===== config.mk =====
export PLATFORM = sky130hd
export DESIGN_NAME = epoch_seconds_calendar_converter_flat
export DESIGN_NICKNAME = d
export VERILOG_FILES = /design/src/hdl/escc_pkg.sv /design/src/hdl/escc_chan_if.sv /design/src/hdl/escc_addsub.sv /design/src/hdl/epoch_seconds_calendar_converter.sv /design/src/flat_wrapper.sv
export SDC_FILE = /design/constraint.sdc
export NUM_CORES = 1
export LEC_CHECK = 0
export ABC_AREA = 0
export BUFFER_PORTS_ARGS = -buffer_cell sky130_fd_sc_hd__buf_2
export CAP_MARGIN = 10
export CORE_MARGIN = 4
export CORE_UTILIZATION = 50
export CTS_CLUSTER_SIZE = 28
export DETAILED_ROUTE_END_ITERATION = 12
export PLACE_DENSITY = 0.68
export SLEW_MARGIN = 15
export SYNTH_ARGS = -nofsm -noshare
export SYNTH_HDL_FRONTEND = slang
export SYNTH_SLANG_ARGS = --single-unit

===== constraint.sdc =====
create_clock -name clk_i -period 4.7 [get_ports clk_i]
set_input_delay 1.41 -clock clk_i [delete_from_list [all_inputs] [get_ports clk_i]]
set_output_delay 1.41 -clock clk_i [all_outputs]
set_load 0.01 [all_outputs]

===== src/hdl/escc_pkg.sv =====
// escc_pkg: types, constants and small table functions for the epoch seconds
// calendar converter. No dependencies; used by epoch_seconds_calendar_converter.
package escc_pkg;

  // input item, one transfer on the input channel
  typedef struct packed {
    logic        op;
    logic [11:0] year_in;
    logic [3:0]  month_in;
    logic [4:0]  day_in;
    logic [4:0]  hour_in;
    logic [5:0]  minute_in;
    logic [5:0]  second_in;
    logic [31:0] seconds_in;
  } in_item_t;

  // result item, one transfer on the output channel
  typedef struct packed {
    logic [31:0] seconds_out;
    logic [11:0] year_out;
    logic [3:0]  month_out;
    logic [4:0]  day_out;
    logic [4:0]  hour_out;
    logic [5:0]  minute_out;
    logic [5:0]  second_out;
    logic [2:0]  weekday_out;
  } out_item_t;

  // operation codes
  localparam logic OP_CAL_TO_SEC = 1'b0;
  localparam logic OP_SEC_TO_CAL = 1'b1;

  // epoch and its position in the leap cycles (1990 mod 4, 100, 400)
  localparam logic [11:0] EPOCH_YEAR    = 12'd1990;
  localparam logic [1:0]  EPOCH_MOD4    = 2'd2;
  localparam logic [6:0]  EPOCH_MOD100  = 7'd90;
  localparam logic [8:0]  EPOCH_MOD400  = 9'd390;
  localparam logic [6:0]  LAST_MOD100   = 7'd99;
  localparam logic [8:0]  LAST_MOD400   = 9'd399;
  // weekday of day 0 (1 Jan 1990, a Monday)
  localparam logic [2:0]  EPOCH_WEEKDAY = 3'd1;

  localparam logic [31:0] SEC_PER_MIN        = 32'd60;
  localparam logic [31:0] SEC_PER_HOUR       = 32'd3600;
  localparam logic [31:0] SEC_PER_DAY        = 32'd86400;
  // minus one day, modulo 2^32
  localparam logic [31:0] NEG_SEC_PER_DAY    = 32'hFFFE_AE80;
  localparam logic [31:0] SEC_PER_YEAR       = 32'd31536000;
  localparam logic [31:0] SEC_PER_LEAP_YEAR  = 32'd31622400;

  localparam logic [3:0]  LAST_MONTH_IDX  = 4'd11;
  localparam logic [3:0]  MONTHS_PER_YEAR = 4'd12;
  localparam logic [4:0]  MIN_MONTH_LEN   = 5'd28;

  // length of a month, index 0 = January
  function automatic logic [4:0] month_len(input logic leap, input logic [3:0] idx);
    case (idx)
      4'd1:                   return leap ? 5'd29 : 5'd28;
      4'd3, 4'd5, 4'd8, 4'd10: return 5'd30;
      default:                return 5'd31;
    endcase
  endfunction

  // seconds in a month
  function automatic logic [31:0] month_secs(input logic leap, input logic [3:0] idx);
    case (month_len(leap, idx))
      5'd28:   return 32'd2419200;
      5'd29:   return 32'd2505600;
      5'd30:   return 32'd2592000;
      default: return 32'd2678400;
    endcase
  endfunction

  // weekday step of a month: its length mod 7
  function automatic logic [2:0] month_wd_step(input logic leap, input logic [3:0] idx);
    logic [4:0] len;
    len = month_len(leap, idx) - MIN_MONTH_LEN;
    return len[2:0];
  endfunction

  // weekday plus a small step, mod 7
  function automatic logic [2:0] wd_add(input logic [2:0] wd, input logic [2:0] step);
    logic [3:0] s;
    s = {1'b0, wd} + {1'b0, step};
    if (s >= 4'd7) s = s - 4'd7;
    return s[2:0];
  endfunction

endpackage


===== src/hdl/escc_chan_if.sv =====
// escc_chan_if: valid/ready channel carrying one payload struct per transfer.
// The payload type is set by the instantiating level (escc_pkg structs).
interface escc_chan_if #(
  parameter type payload_t = logic
) ();
  logic     valid;
  logic     ready;
  payload_t payload;

  modport source (output valid, output payload, input ready);
  modport sink   (input valid, input payload, output ready);
endinterface


===== src/hdl/escc_addsub.sv =====
// escc_addsub: the shared 32-bit add / subtract-compare unit of the converter.
// Depends on nothing; instantiated once by epoch_seconds_calendar_converter.
module escc_addsub (
  input  logic [31:0] a_i,
  input  logic [31:0] b_i,
  input  logic        sub_i,
  output logic [31:0] sum_o,
  output logic        carry_o
);

  logic [32:0] full;

  // a + b, or a - b with carry set when a >= b
  assign full    = {1'b0, a_i} + {1'b0, (sub_i ? ~b_i : b_i)} + {32'd0, sub_i};
  assign sum_o   = full[31:0];
  assign carry_o = full[32];

endmodule


===== src/hdl/epoch_seconds_calendar_converter.sv =====
// Epoch seconds calendar converter. With op = 0 an item carrying year, month,
// day, hour, minute and second gives the count of seconds since 1990-01-01
// 00:00:00, modulo 2^32 (for a year before 1990, the seconds since the start
// of that year); with op = 1 an item carrying a seconds count gives year,
// month, day, hour, minute, second and weekday (0 = Sunday). Gregorian leap
// rules. All seconds arithmetic runs through one shared 32-bit adder stepped
// by a small sequencer, so the block takes one item at a time: ready is high
// only while the sequencer is idle. Calendar to seconds adds whole years,
// months, days, hours and minutes and then the seconds to the count; for
// years before 1990 the year walk starts at year 0 and adds nothing. Seconds
// to calendar strips whole years, months, days, hours and minutes off the
// count by compare and subtract. A finished result waits in the output
// register; the sequencer turns idle as it parks it there, so the next item
// can be taken while the result still waits.
// Depends on escc_pkg, escc_chan_if and escc_addsub.
module epoch_seconds_calendar_converter (
  input  logic              clk_i,
  input  logic              rst_ni,
  escc_chan_if.sink         in_ch_i,
  escc_chan_if.source       out_ch_o
);
  import escc_pkg::*;

  typedef enum logic [3:0] {
    S_IDLE,
    S_YEAR_ADD,
    S_MONTH_ADD,
    S_DAY_ADD,
    S_HOUR_ADD,
    S_MIN_ADD,
    S_SEC_ADD,
    S_YEAR_SUB,
    S_MONTH_SUB,
    S_DAY_SUB,
    S_HOUR_SUB,
    S_MIN_SUB,
    S_DONE
  } state_e;

  state_e      state_q;
  in_item_t    in_q;
  out_item_t   out_q;
  logic        out_valid_q;
  logic [31:0] acc_q;
  logic [11:0] yr_q;
  logic [1:0]  m4_q;
  logic [6:0]  m100_q;
  logic [8:0]  m400_q;
  logic [3:0]  mo_q;
  logic [5:0]  cnt_q;
  logic [2:0]  wd_q;
  logic [4:0]  day_q;
  logic [4:0]  hr_q;
  logic [5:0]  mi_q;

  logic [31:0] alu_a;
  logic [31:0] alu_b;
  logic        alu_sub;
  logic [31:0] alu_sum;
  logic        alu_carry;

  logic        leap;
  logic [6:0]  m100_nx;
  logic [8:0]  m400_nx;
  logic [3:0]  whole_months;
  logic        out_free;
  logic        park_result;
  out_item_t   res_d;
  in_item_t    in_item;

  assign in_item = in_ch_i.payload;

  // leap flag of the year under the year counter
  assign leap    = ((m4_q == 2'd0) && (m100_q != 7'd0)) || (m400_q == 9'd0);
  assign m100_nx = (m100_q == LAST_MOD100) ? 7'd0 : m100_q + 7'd1;
  assign m400_nx = (m400_q == LAST_MOD400) ? 9'd0 : m400_q + 9'd1;

  // whole months before the given one, clamped to a year
  always_comb begin
    if (in_q.month_in == 4'd0) begin
      whole_months = 4'd0;
    end else if (in_q.month_in > MONTHS_PER_YEAR) begin
      whole_months = MONTHS_PER_YEAR;
    end else begin
      whole_months = in_q.month_in - 4'd1;
    end
  end

  // operand selection for the shared unit
  always_comb begin
    alu_a   = acc_q;
    alu_b   = 32'd0;
    alu_sub = 1'b0;
    case (state_q)
      S_YEAR_ADD:  alu_b = leap ? SEC_PER_LEAP_YEAR : SEC_PER_YEAR;
      S_MONTH_ADD: alu_b = month_secs(leap, mo_q);
      S_DAY_ADD:   alu_b = (cnt_q == 6'd0) ? NEG_SEC_PER_DAY : SEC_PER_DAY;
      S_HOUR_ADD:  alu_b = SEC_PER_HOUR;
      S_MIN_ADD:   alu_b = SEC_PER_MIN;
      S_SEC_ADD:   alu_b = {26'd0, in_q.second_in};
      S_YEAR_SUB: begin
        alu_b   = leap ? SEC_PER_LEAP_YEAR : SEC_PER_YEAR;
        alu_sub = 1'b1;
      end
      S_MONTH_SUB: begin
        alu_b   = month_secs(leap, mo_q);
        alu_sub = 1'b1;
      end
      S_DAY_SUB: begin
        alu_b   = SEC_PER_DAY;
        alu_sub = 1'b1;
      end
      S_HOUR_SUB: begin
        alu_b   = SEC_PER_HOUR;
        alu_sub = 1'b1;
      end
      S_MIN_SUB: begin
        alu_b   = SEC_PER_MIN;
        alu_sub = 1'b1;
      end
      default: ;
    endcase
  end

  escc_addsub u_addsub (
    .a_i     (alu_a),
    .b_i     (alu_b),
    .sub_i   (alu_sub),
    .sum_o   (alu_sum),
    .carry_o (alu_carry)
  );

  // result item as it will be parked
  always_comb begin
    res_d = '0;
    if (in_q.op == OP_SEC_TO_CAL) begin
      res_d.year_out    = yr_q;
      res_d.month_out   = mo_q + 4'd1;
      res_d.day_out     = day_q + 5'd1;
      res_d.hour_out    = hr_q;
      res_d.minute_out  = mi_q;
      res_d.second_out  = acc_q[5:0];
      res_d.weekday_out = wd_q;
    end else begin
      res_d.seconds_out = acc_q;
    end
  end

  assign out_free    = !out_valid_q || out_ch_o.ready;
  assign park_result = (state_q == S_DONE) && out_free;

  // sequencer, datapath registers and output register
  always_ff @(posedge clk_i or negedge rst_ni) begin
    if (!rst_ni) begin
      state_q     <= S_IDLE;
      out_valid_q <= 1'b0;
      in_q        <= '0;
      out_q       <= '0;
      acc_q       <= '0;
      yr_q        <= '0;
      m4_q        <= '0;
      m100_q      <= '0;
      m400_q      <= '0;
      mo_q        <= '0;
      cnt_q       <= '0;
      wd_q        <= '0;
      day_q       <= '0;
      hr_q        <= '0;
      mi_q        <= '0;
    end else begin
      // park a finished result, or drop the one taken downstream
      if (park_result) begin
        out_q       <= res_d;
        out_valid_q <= 1'b1;
      end else if (out_valid_q && out_ch_o.ready) begin
        out_valid_q <= 1'b0;
      end

      case (state_q)
        S_IDLE: begin
          if (in_ch_i.valid) begin
            in_q  <= in_item;
            mo_q  <= 4'd0;
            if (in_item.op == OP_SEC_TO_CAL) begin
              acc_q   <= in_item.seconds_in;
              yr_q    <= EPOCH_YEAR;
              m4_q    <= EPOCH_MOD4;
              m100_q  <= EPOCH_MOD100;
              m400_q  <= EPOCH_MOD400;
              wd_q    <= EPOCH_WEEKDAY;
              day_q   <= 5'd0;
              hr_q    <= 5'd0;
              mi_q    <= 6'd0;
              state_q <= S_YEAR_SUB;
            end else begin
              acc_q <= 32'd0;
              // years before the epoch only need the leap flag of the year
              if (in_item.year_in >= EPOCH_YEAR) begin
                yr_q   <= EPOCH_YEAR;
                m4_q   <= EPOCH_MOD4;
                m100_q <= EPOCH_MOD100;
                m400_q <= EPOCH_MOD400;
              end else begin
                yr_q   <= 12'd0;
                m4_q   <= 2'd0;
                m100_q <= 7'd0;
                m400_q <= 9'd0;
              end
              state_q <= S_YEAR_ADD;
            end
          end
        end

        // calendar to seconds: whole years
        S_YEAR_ADD: begin
          if (yr_q != in_q.year_in) begin
            if (yr_q >= EPOCH_YEAR) acc_q <= alu_sum;
            yr_q   <= yr_q + 12'd1;
            m4_q   <= m4_q + 2'd1;
            m100_q <= m100_nx;
            m400_q <= m400_nx;
          end else begin
            state_q <= S_MONTH_ADD;
          end
        end

        // whole months of the current year
        S_MONTH_ADD: begin
          if (mo_q < whole_months) begin
            acc_q <= alu_sum;
            mo_q  <= mo_q + 4'd1;
          end else begin
            cnt_q   <= {1'b0, in_q.day_in};
            state_q <= S_DAY_ADD;
          end
        end

        // whole days; day zero steps back one day
        S_DAY_ADD: begin
          if (cnt_q == 6'd0) begin
            acc_q   <= alu_sum;
            cnt_q   <= {1'b0, in_q.hour_in};
            state_q <= S_HOUR_ADD;
          end else if (cnt_q == 6'd1) begin
            cnt_q   <= {1'b0, in_q.hour_in};
            state_q <= S_HOUR_ADD;
          end else begin
            acc_q <= alu_sum;
            cnt_q <= cnt_q - 6'd1;
          end
        end

        S_HOUR_ADD: begin
          if (cnt_q != 6'd0) begin
            acc_q <= alu_sum;
            cnt_q <= cnt_q - 6'd1;
          end else begin
            cnt_q   <= in_q.minute_in;
            state_q <= S_MIN_ADD;
          end
        end

        S_MIN_ADD: begin
          if (cnt_q != 6'd0) begin
            acc_q <= alu_sum;
            cnt_q <= cnt_q - 6'd1;
          end else begin
            state_q <= S_SEC_ADD;
          end
        end

        S_SEC_ADD: begin
          acc_q   <= alu_sum;
          state_q <= S_DONE;
        end

        // seconds to calendar: whole years off the count
        S_YEAR_SUB: begin
          if (alu_carry) begin
            acc_q  <= alu_sum;
            yr_q   <= yr_q + 12'd1;
            m4_q   <= m4_q + 2'd1;
            m100_q <= m100_nx;
            m400_q <= m400_nx;
            wd_q   <= wd_add(wd_q, leap ? 3'd2 : 3'd1);
          end else begin
            state_q <= S_MONTH_SUB;
          end
        end

        // whole months off the count, December takes the rest
        S_MONTH_SUB: begin
          if ((mo_q < LAST_MONTH_IDX) && alu_carry) begin
            acc_q <= alu_sum;
            mo_q  <= mo_q + 4'd1;
            wd_q  <= wd_add(wd_q, month_wd_step(leap, mo_q));
          end else begin
            state_q <= S_DAY_SUB;
          end
        end

        // whole days off the count
        S_DAY_SUB: begin
          if (alu_carry) begin
            acc_q <= alu_sum;
            day_q <= day_q + 5'd1;
            wd_q  <= wd_add(wd_q, 3'd1);
          end else begin
            state_q <= S_HOUR_SUB;
          end
        end

        S_HOUR_SUB: begin
          if (alu_carry) begin
            acc_q <= alu_sum;
            hr_q  <= hr_q + 5'd1;
          end else begin
            state_q <= S_MIN_SUB;
          end
        end

        S_MIN_SUB: begin
          if (alu_carry) begin
            acc_q <= alu_sum;
            mi_q  <= mi_q + 6'd1;
          end else begin
            state_q <= S_DONE;
          end
        end

        // wait until the output register is free
        S_DONE: begin
          if (out_free) state_q <= S_IDLE;
        end

        default: state_q <= S_IDLE;
      endcase
    end
  end

  assign in_ch_i.ready    = (state_q == S_IDLE);
  assign out_ch_o.valid   = out_valid_q;
  assign out_ch_o.payload = out_q;

endmodule

===== src/flat_wrapper.sv =====
// flat-port wrapper written by rule: the top's interface ports become plain ports
module epoch_seconds_calendar_converter_flat import escc_pkg::*;
  (clk_i, rst_ni, in_ch_i_valid, in_ch_i_payload, in_ch_i_ready, out_ch_o_valid, out_ch_o_payload, out_ch_o_ready);
  escc_chan_if in_ch_i_i ();
  escc_chan_if out_ch_o_i ();
  input  logic clk_i;
  input  logic rst_ni;
  input wire logic [$bits(in_ch_i_i.valid)-1:0] in_ch_i_valid;
  input wire logic [$bits(in_ch_i_i.payload)-1:0] in_ch_i_payload;
  output wire logic [$bits(in_ch_i_i.ready)-1:0] in_ch_i_ready;
  output wire logic [$bits(out_ch_o_i.valid)-1:0] out_ch_o_valid;
  output wire logic [$bits(out_ch_o_i.payload)-1:0] out_ch_o_payload;
  input wire logic [$bits(out_ch_o_i.ready)-1:0] out_ch_o_ready;
  assign in_ch_i_i.valid = in_ch_i_valid;
  assign in_ch_i_i.payload = in_ch_i_payload;
  assign in_ch_i_ready = in_ch_i_i.ready;
  assign out_ch_o_valid = out_ch_o_i.valid;
  assign out_ch_o_payload = out_ch_o_i.payload;
  assign out_ch_o_i.ready = out_ch_o_ready;
  epoch_seconds_calendar_converter u_core (.clk_i(clk_i), .rst_ni(rst_ni), .in_ch_i(in_ch_i_i), .out_ch_o(out_ch_o_i));
endmodule

**Yosys cells after proc, flatten, opt, wreduce, memory -nomap -nowiden**

Index checks and enable logic that the tools add are counted.
Widths: inputs -> output; s select.

- Bitwise logic cells: 1
- $add $sub $neg: 8
- Muxes and demuxes: 65
- Shift-type cells: 0
- Divide/modulo/power cells: 0
- $lt $le $gt $ge: 3
- Reductions and logical operators: 31
- Multipliers: 0
- Equality and inequality tests: 47

Operator list:

| kind | number |
|---|---|
| $mux 32 | 11 |
| $pmux 32 s8 | 1 |
| $pmux 32 s7 | 1 |
| $pmux 20 s3 | 2 |
| $mux 4 | 16 |
| $pmux 4 s13 | 1 |
| $mux 12 | 3 |
| $mux 9 | 4 |
| $pmux 12 s3 | 1 |
| $add 32x32->33 | 1 |
| $add 33x1->33 | 1 |
| $not 32->32 | 1 |
| $eq 5x5->1 const B | 6 |
| $mux 6 | 5 |
| $eq 4x4->1 const B | 7 |
| $mux 7 | 4 |
| $pmux 9 s3 | 1 |
| $pmux 6 s4 | 1 |
| $ne 2x2->1 const B | 11 |
| $pmux 7 s3 | 1 |
| $eq 4x3->1 const B | 5 |
| $mux 18 | 1 |
| $ne 2x1->1 const B | 8 |
| $add 12x1->12 const B | 1 |
| other kinds (42) | 61 |

- Flip-flop bits (word level): 77
- Word-level logic and storage cells: 164
- Input bits: 5
- Output and inout port bits: 3
- Memories kept: 0
- Latch bits: 0
- Memory bits (writable): 0
- Memory bits (read-only): 0

**Logic depth before layout (Yosys ltp)**

- Word-level depth: 16
- Depth in mapped cells: 25
- Gate-level depth less buffers: 23

**Hierarchy**

A second synthesis with hierarchy kept.

- Cells, all modules: 887
- Area, all modules: 7,265.7 um^2

Modules (own cells, without submodules):

| module | cells an instance | area an instance (um^2) | seq. area each (um^2) | instances |
|---|---|---|---|---|
| epoch_seconds_calendar_converter | 517 | 4,673.2 | 1,926.8 | 1 |
| escc_addsub | 370 | 2,592.5 | 0.0 | 1 |

**Least setup slack after synthesis**

OpenSTA, ideal clock, no wires.

- Path kind: register to register
- From: register u_core.m100_q[3]
- To: register u_core.acc_q[17]
- Library setup time: 121 ps
- Setup slack: -31 ps
- Required time: 4,579 ps
- Cell stages (with the launch flop): 23
- Path buffers: 1
- Clock period less this slack: 4,731 ps
- Data arrival time: 4,610 ps
- Cell sequence: dfrtp_1 nor3_1 nand3_1 a22oi_1 o21ai_0 o21a_1 inv_1 ha_1 inv_1 maj3_1 a21oi_1 o21ai_0 a21oi_1 xnor2_1 ha_1 and4_1 nand2_1 or3_1 a2111o_1 a2111oi_4 nor3_2 buf_2 a22o_1

- Longest elaborated chain between the ends: 16
- Elaborated cells between the ends (all ways): 34
- Classes of those cells: add/sub: 2; eq/ne: 8; mux: 18; bitwise: 1; reduce/logical: 5

Ends and longest elaborated chain:

| item | RTL line | text |
|---|---|---|
| start: declaration | epoch_seconds_calendar_converter.sv:47 | `logic [6:0] m100_q;` |
| start signal: assignment | epoch_seconds_calendar_converter.sv:220 | `m100_q <= m100_nx;` |
| start signal: assignment | epoch_seconds_calendar_converter.sv:283 | `m100_q <= m100_nx;` |
| $reduce_bool 7->1 (*) | epoch_seconds_calendar_converter.sv:74 | `assign leap = ((m4_q == 2'd0) && (m100_q != 7'd0)) \|\| (m400_q == 9'd0);` |
| $logic_and 1x1->1 (*) | epoch_seconds_calendar_converter.sv:74 |  |
| $logic_or 1x1->1 (*) | epoch_seconds_calendar_converter.sv:74 |  |
| $mux 1 | escc_pkg.sv:58 | `4'd1: return leap ? 5'd29 : 5'd28;` |
| $pmux 5 s2 | -- |  |
| $mux 5 | epoch_seconds_calendar_converter.sv:94 | `case (state_q)` |
| $eq 5x5->1 | escc_pkg.sv:66 | `case (month_len(leap, idx))` |
| $pmux 20 s3 | escc_pkg.sv:66 |  |
| $pmux 32 s7 (*) | epoch_seconds_calendar_converter.sv:94 |  |
| $not 32->32 | escc_addsub.sv:14 | `assign full = {1'b0, a_i} + {1'b0, (sub_i ? ~b_i : b_i)} + {32'd0, sub_i};` |
| $mux 32 (*) | escc_addsub.sv:14 |  |
| $add 32x32->33 (*) | escc_addsub.sv:14 |  |
| $add 33x1->33 (*) | escc_addsub.sv:14 |  |
| $mux 32 (tied with other cells) | epoch_seconds_calendar_converter.sv:244 | `end else if (cnt_q == 6'd1) begin` |
| $mux 32 (tied with other cells) | epoch_seconds_calendar_converter.sv:240 | `if (cnt_q == 6'd0) begin` |
| $pmux 32 s8 / $reduce_and 9->1 (equally long branches) | -- |  |
| end signal: assignment | epoch_seconds_calendar_converter.sv:185 | `acc_q <= in_item.seconds_in;` |
| end signal: assignment | epoch_seconds_calendar_converter.sv:241 | `acc_q <= alu_sum;` |
| end signal: assignment | epoch_seconds_calendar_converter.sv:248 | `acc_q <= alu_sum;` |
| end: declaration | epoch_seconds_calendar_converter.sv:44 | `logic [31:0] acc_q;` |

Every way passes the cells marked *; elsewhere a longest branch is shown, timed or not. The select of a mux whose other input is x is not followed.
A chain may end at the register's enable or synchronous reset.

**Worst setup path after layout**

- From: register u_core.m100_q[2]
- To: register u_core.acc_q[3]

- Longest elaborated chain between the ends: 16
- Elaborated cells between the ends (all ways): 25
- Classes of those cells: add/sub: 2; eq/ne: 8; mux: 9; bitwise: 1; reduce/logical: 5

Ends and longest elaborated chain:

| item | RTL line | text |
|---|---|---|
| $reduce_bool 7->1 (*) | epoch_seconds_calendar_converter.sv:74 |  |
| $logic_and 1x1->1 (*) | epoch_seconds_calendar_converter.sv:74 |  |
| $logic_or 1x1->1 (*) | epoch_seconds_calendar_converter.sv:74 |  |
| $mux 1 | escc_pkg.sv:58 |  |
| $pmux 5 s2 | -- |  |
| $mux 5 | epoch_seconds_calendar_converter.sv:94 |  |
| $eq 5x5->1 | escc_pkg.sv:66 |  |
| $pmux 20 s3 | escc_pkg.sv:66 |  |
| $pmux 32 s7 (*) | epoch_seconds_calendar_converter.sv:94 |  |
| $not 32->32 | escc_addsub.sv:14 |  |
| $mux 32 (*) | escc_addsub.sv:14 |  |
| $add 32x32->33 (*) | escc_addsub.sv:14 |  |
| $add 33x1->33 (*) | escc_addsub.sv:14 |  |
| $logic_and 1x1->1 | epoch_seconds_calendar_converter.sv:293 | `if ((mo_q < LAST_MONTH_IDX) && alu_carry) begin` |
| $ne 2x1->1 (no source line) | -- |  |
| $reduce_and 9->1 (no source line) (*) | -- |  |
| end signal: assignment | epoch_seconds_calendar_converter.sv:294 | `acc_q <= alu_sum;` |
| end signal: assignment | epoch_seconds_calendar_converter.sv:305 | `acc_q <= alu_sum;` |
| end signal: assignment | epoch_seconds_calendar_converter.sv:315 | `acc_q <= alu_sum;` |

Marks and branches as above.

==> run_results.csv <==
group,metric,value,unit
route,vias,6331,
clock_network,hold_buffers,0,
synthesis,async_reset_ff_share,100,%
global_route,grt_pass1_vias,6042,
synthesis,synth-seq-area-share,30.6,%
run_status,violations,"setup timing",
clock_network,worst_skew_pair.late_latency,0.35,ns
setup_path,crit_family,"compound AO/OA/AOI/OAI gates",
route,dr.pass1.iters,7,
setup_path,crit_fanout,16,
synthesis,synth_xor_area_share,4.74,%
setup_path,worstSetupPathType,"flop to flop",
timing,finalWorstSetupSlack,-0.0947,ns
synthesis,synth_top_family_by_area,"compound AO/OA/AOI/OAI gates",
setup_path,slowest_delay,0.44,ns
timing,fin_crit,4.79,ns
finish,final.fill_count,1010,
synthesis,yosys_warnings,0,
run_status,status,"finished, violations left",
setup_path,cp_data_required_time,4.93,ns
setup_path,ff2ff_path_depth,25,
floorplan,ioPinCount,8,
floorplan,core_area,0.0122,mm2
synthesis,syn_nets,829,
clock_network,cts.sinks,77,
job,drv_cap,0,
synthesis,syn-cell-area,0.00629,mm2
finish,nets,895,
synthesis,yosys_most_used_dff,"dfrtp_1",
finish,n_antenna_cell,0,
finish,layout_commonest_cell,"buf_4",
route,viasPerCell,6.27,
timing,setup_viol,31,
global_route,grt.total_usage,25.1,%
route,ant_nets,0,
floorplan,die_h,120,um
clock_network,cts_tree,"built",
placed_design,gp_congestion,0.952,
synthesis,synthAdderAreaFrac,10.8,%
timing,fmax,209,MHz
synthesis,synth-seq-cells,77,
route,met1_length,7950,um
timing,holdWs,0.487,ns
global_route,grt_overflow,0,
placed_design,dp_hpwl,11900,um
timing,fin_skew,0.00898,ns
finish,seq_area,0.00193,mm2
global_route,antenna_found_initial,0,
synthesis,syn_inst,771,
floorplan,dieArea,0.0144,mm2
finish,mostFrequentLayoutCells,"78 x buf_4, 77 x dfrtp_1, 76 x nand2_1",
setup_path,crit_buf_inv,6,
hold_path,min_path_type,"flop to flop",
synthesis,synth-simple-area-share,20.1,%
route,drt_iter0_drc,580,
global_route,grt_pass1_wl,29700,um
floorplan,core.rowCount,40,
finish,area_growth,22.3,%
synthesis,synth_edf_count,0,
timing,rsz0062_at_grt,"yes",
route,avgRoutedWirePerCell,17.6,um
finish,drive_above_1_share,18.9,%
route,route.detailed.drc,0,
placed_design,port_buffers,5,
floorplan,die_w,120,um
clock_network,root_buffer,"clkbuf_16",
synthesis,synth_cell_types,66,
setup_path,cp_slowest_cell,"a2111o_1",
finish,multi_input_area,0.00430,mm2
timing,fin_crit_sh,102,%
timing,max_slew_margin,32.6,%
timing,slew_violations,0,
route,wl_met3,1130,um
setup_path,start_kind,"flop",
clock_network,clk_path_buf_depth,2,
synthesis,synth.avg_cell_area,8.15,um2
clock_network,cts_inserted_buffers,9,
setup_path,cp.depth,25,
setup_path,end_kind,"flop",
hold_path,min_path_cells,2,
synthesis,synthMuxAreaShare,0.318,%
synthesis,synth_compound_gate_area_share,28.8,%
route,wl_met2,8360,um
clock_network,clkTransAtPathRegs,0.06,ns
route,wl,17800,um
floorplan,start_util,51.7,%
route,topRoutingLayerUsed,"met4",
timing,hold_violations,0,
setup_path,worst_ep_arrival_time,5.02,ns
global_route,grt_max_degree,78,
timing,worst-slew-pin-transition,1.01,ns
clock_network,ctsHtreeMaxLevel,3,
## state kept, by name, indices dropped and copies added, names as in the netlist
register               count
u_core.acc_q              32
u_core.yr_q               12
u_core.m400_q              9
u_core.m100_q              7
u_core.cnt_q               6
u_core.mo_q                4
u_core.state_q             4
u_core.m4_q                2
u_core.out_ch_o.valid      1
## metrics by stage
stage / std cells / setup TNS (ns) / setup WS [ns] / cell area [um2] / util, %
after floorplan: 771 / 0 / 0.0366 / 6290 / -
after global placement: 978 / -8.27 / -0.193 / 6930 / 57.0
after detailed placement: 978 / -12.91 / -0.293 / 6930 / 57.0
after CTS: 1007 / -2.68 / -0.102 / 7550 / 62.1
after global routing: 1010 / -11.91 / -0.258 / 7690 / 63.2
final: 1010 / -2.41 / -0.0947 / 7690 / 63.2
## timing repair
item                                   in CTS  in global routing
setup endpoints to repair                  69                 70
gates resized for setup                    37                 33
pin swaps                                  23                 26
gates cloned                                3                  1
buffers inserted                           11                  2
endpoints found under the hold margin       0                  0
## path summary, 6_finish.rpt
kind                                    to        startpoint  slack, ns
max                        u_core.acc_q[3]  u_core.m100_q[2]      -0.09
min                         u_core.m4_q[1]    u_core.m4_q[1]       0.49
max reg2reg                u_core.acc_q[3]  u_core.m100_q[2]      -0.09
min reg2reg                 u_core.m4_q[1]    u_core.m4_q[1]       0.49
max in group asynchronous  u_core.acc_q[3]            rst_ni       2.81
min in group asynchronous  u_core.cnt_q[5]            rst_ni       1.25
## layer usage
metal / vias up / GRT usage [%]
met5: - / 0
met4: 0 / 7.73
met3: 39 / 3.44
met2: 250 / 41.4
met1: 3072 / 34.2
li1: 2970 / -
## synthesized netlist by cell type (9+ instances only)
cell type / number / share of area [%]
o21ai_0: 83 / 6.6
nand2_1: 78 / 4.7
dfrtp_1: 77 / 31
a21oi_1: 63 / 5.0
nor2_1: 53 / 3.2
ha_1: 52 / 10
nand3_1: 34 / 2.7
a22o_1: 32 / 4.5
inv_1: 26 / 1.6
clkbuf_1: 22 / 1.3
xnor2_1: 17 / 2.4
xor2_1: 17 / 2.4
o31ai_1: 16 / 1.9
a21o_1: 14 / 1.7
nand2b_1: 14 / 1.4
nor3_1: 13 / 1.0
and3_1: 10 / 1.0
buf_2: 10 / 0.80
nor2b_1: 10 / 1.0
a31oi_1: 9 / 0.90
## worst reg2reg max path: stages (launching register included)
cell and delay (ns):
dfrtp_1 0.40, nor3_2 0.21, nand3_1 0.12, a22oi_2 0.24, o21ai_1 0.09, o21a_1 0.14, inv_2 0.08, ha_4 0.12
inv_2 0.03, maj3_2 0.29, a21oi_2 0.16, o21ai_2 0.07, a21oi_2 0.13, xnor2_1 0.08, ha_1 0.30, buf_4 0.13
buf_4 0.11, a21oi_1 0.08, o211a_1 0.15, o21a_1 0.23, a2111o_1 0.44, a2111oi_4 0.43, nor3_4 0.11, buf_6 0.16
buf_12 0.15, a22o_1 0.23
## final cells by class
class                           instances  share of cell area [%]
Clock buffer                           11                    3.29
Clock inverter                          5                    1.07
Inverter                               27                    1.32
Multi-Input combinational cell        629                    55.9
Sequential cell                        77                    25.1
Tap cell                              168                    2.73
Timing Repair Buffer                   93                    10.6
## kinds of logic after synthesis
group                    after synthesis
buffers and inverters                 65
AND/OR/NAND/NOR                      258
adder cells (fa/ha/maj)               54
other                                  1
multiplexers                           2
flip-flops                            77
XOR/XNOR                              34
AO/OA/AOI/OAI                        280
Power is left out: the tool's default activity adds up to more than one toggle a clock period on the data nets, which glitch-free logic cannot reach.
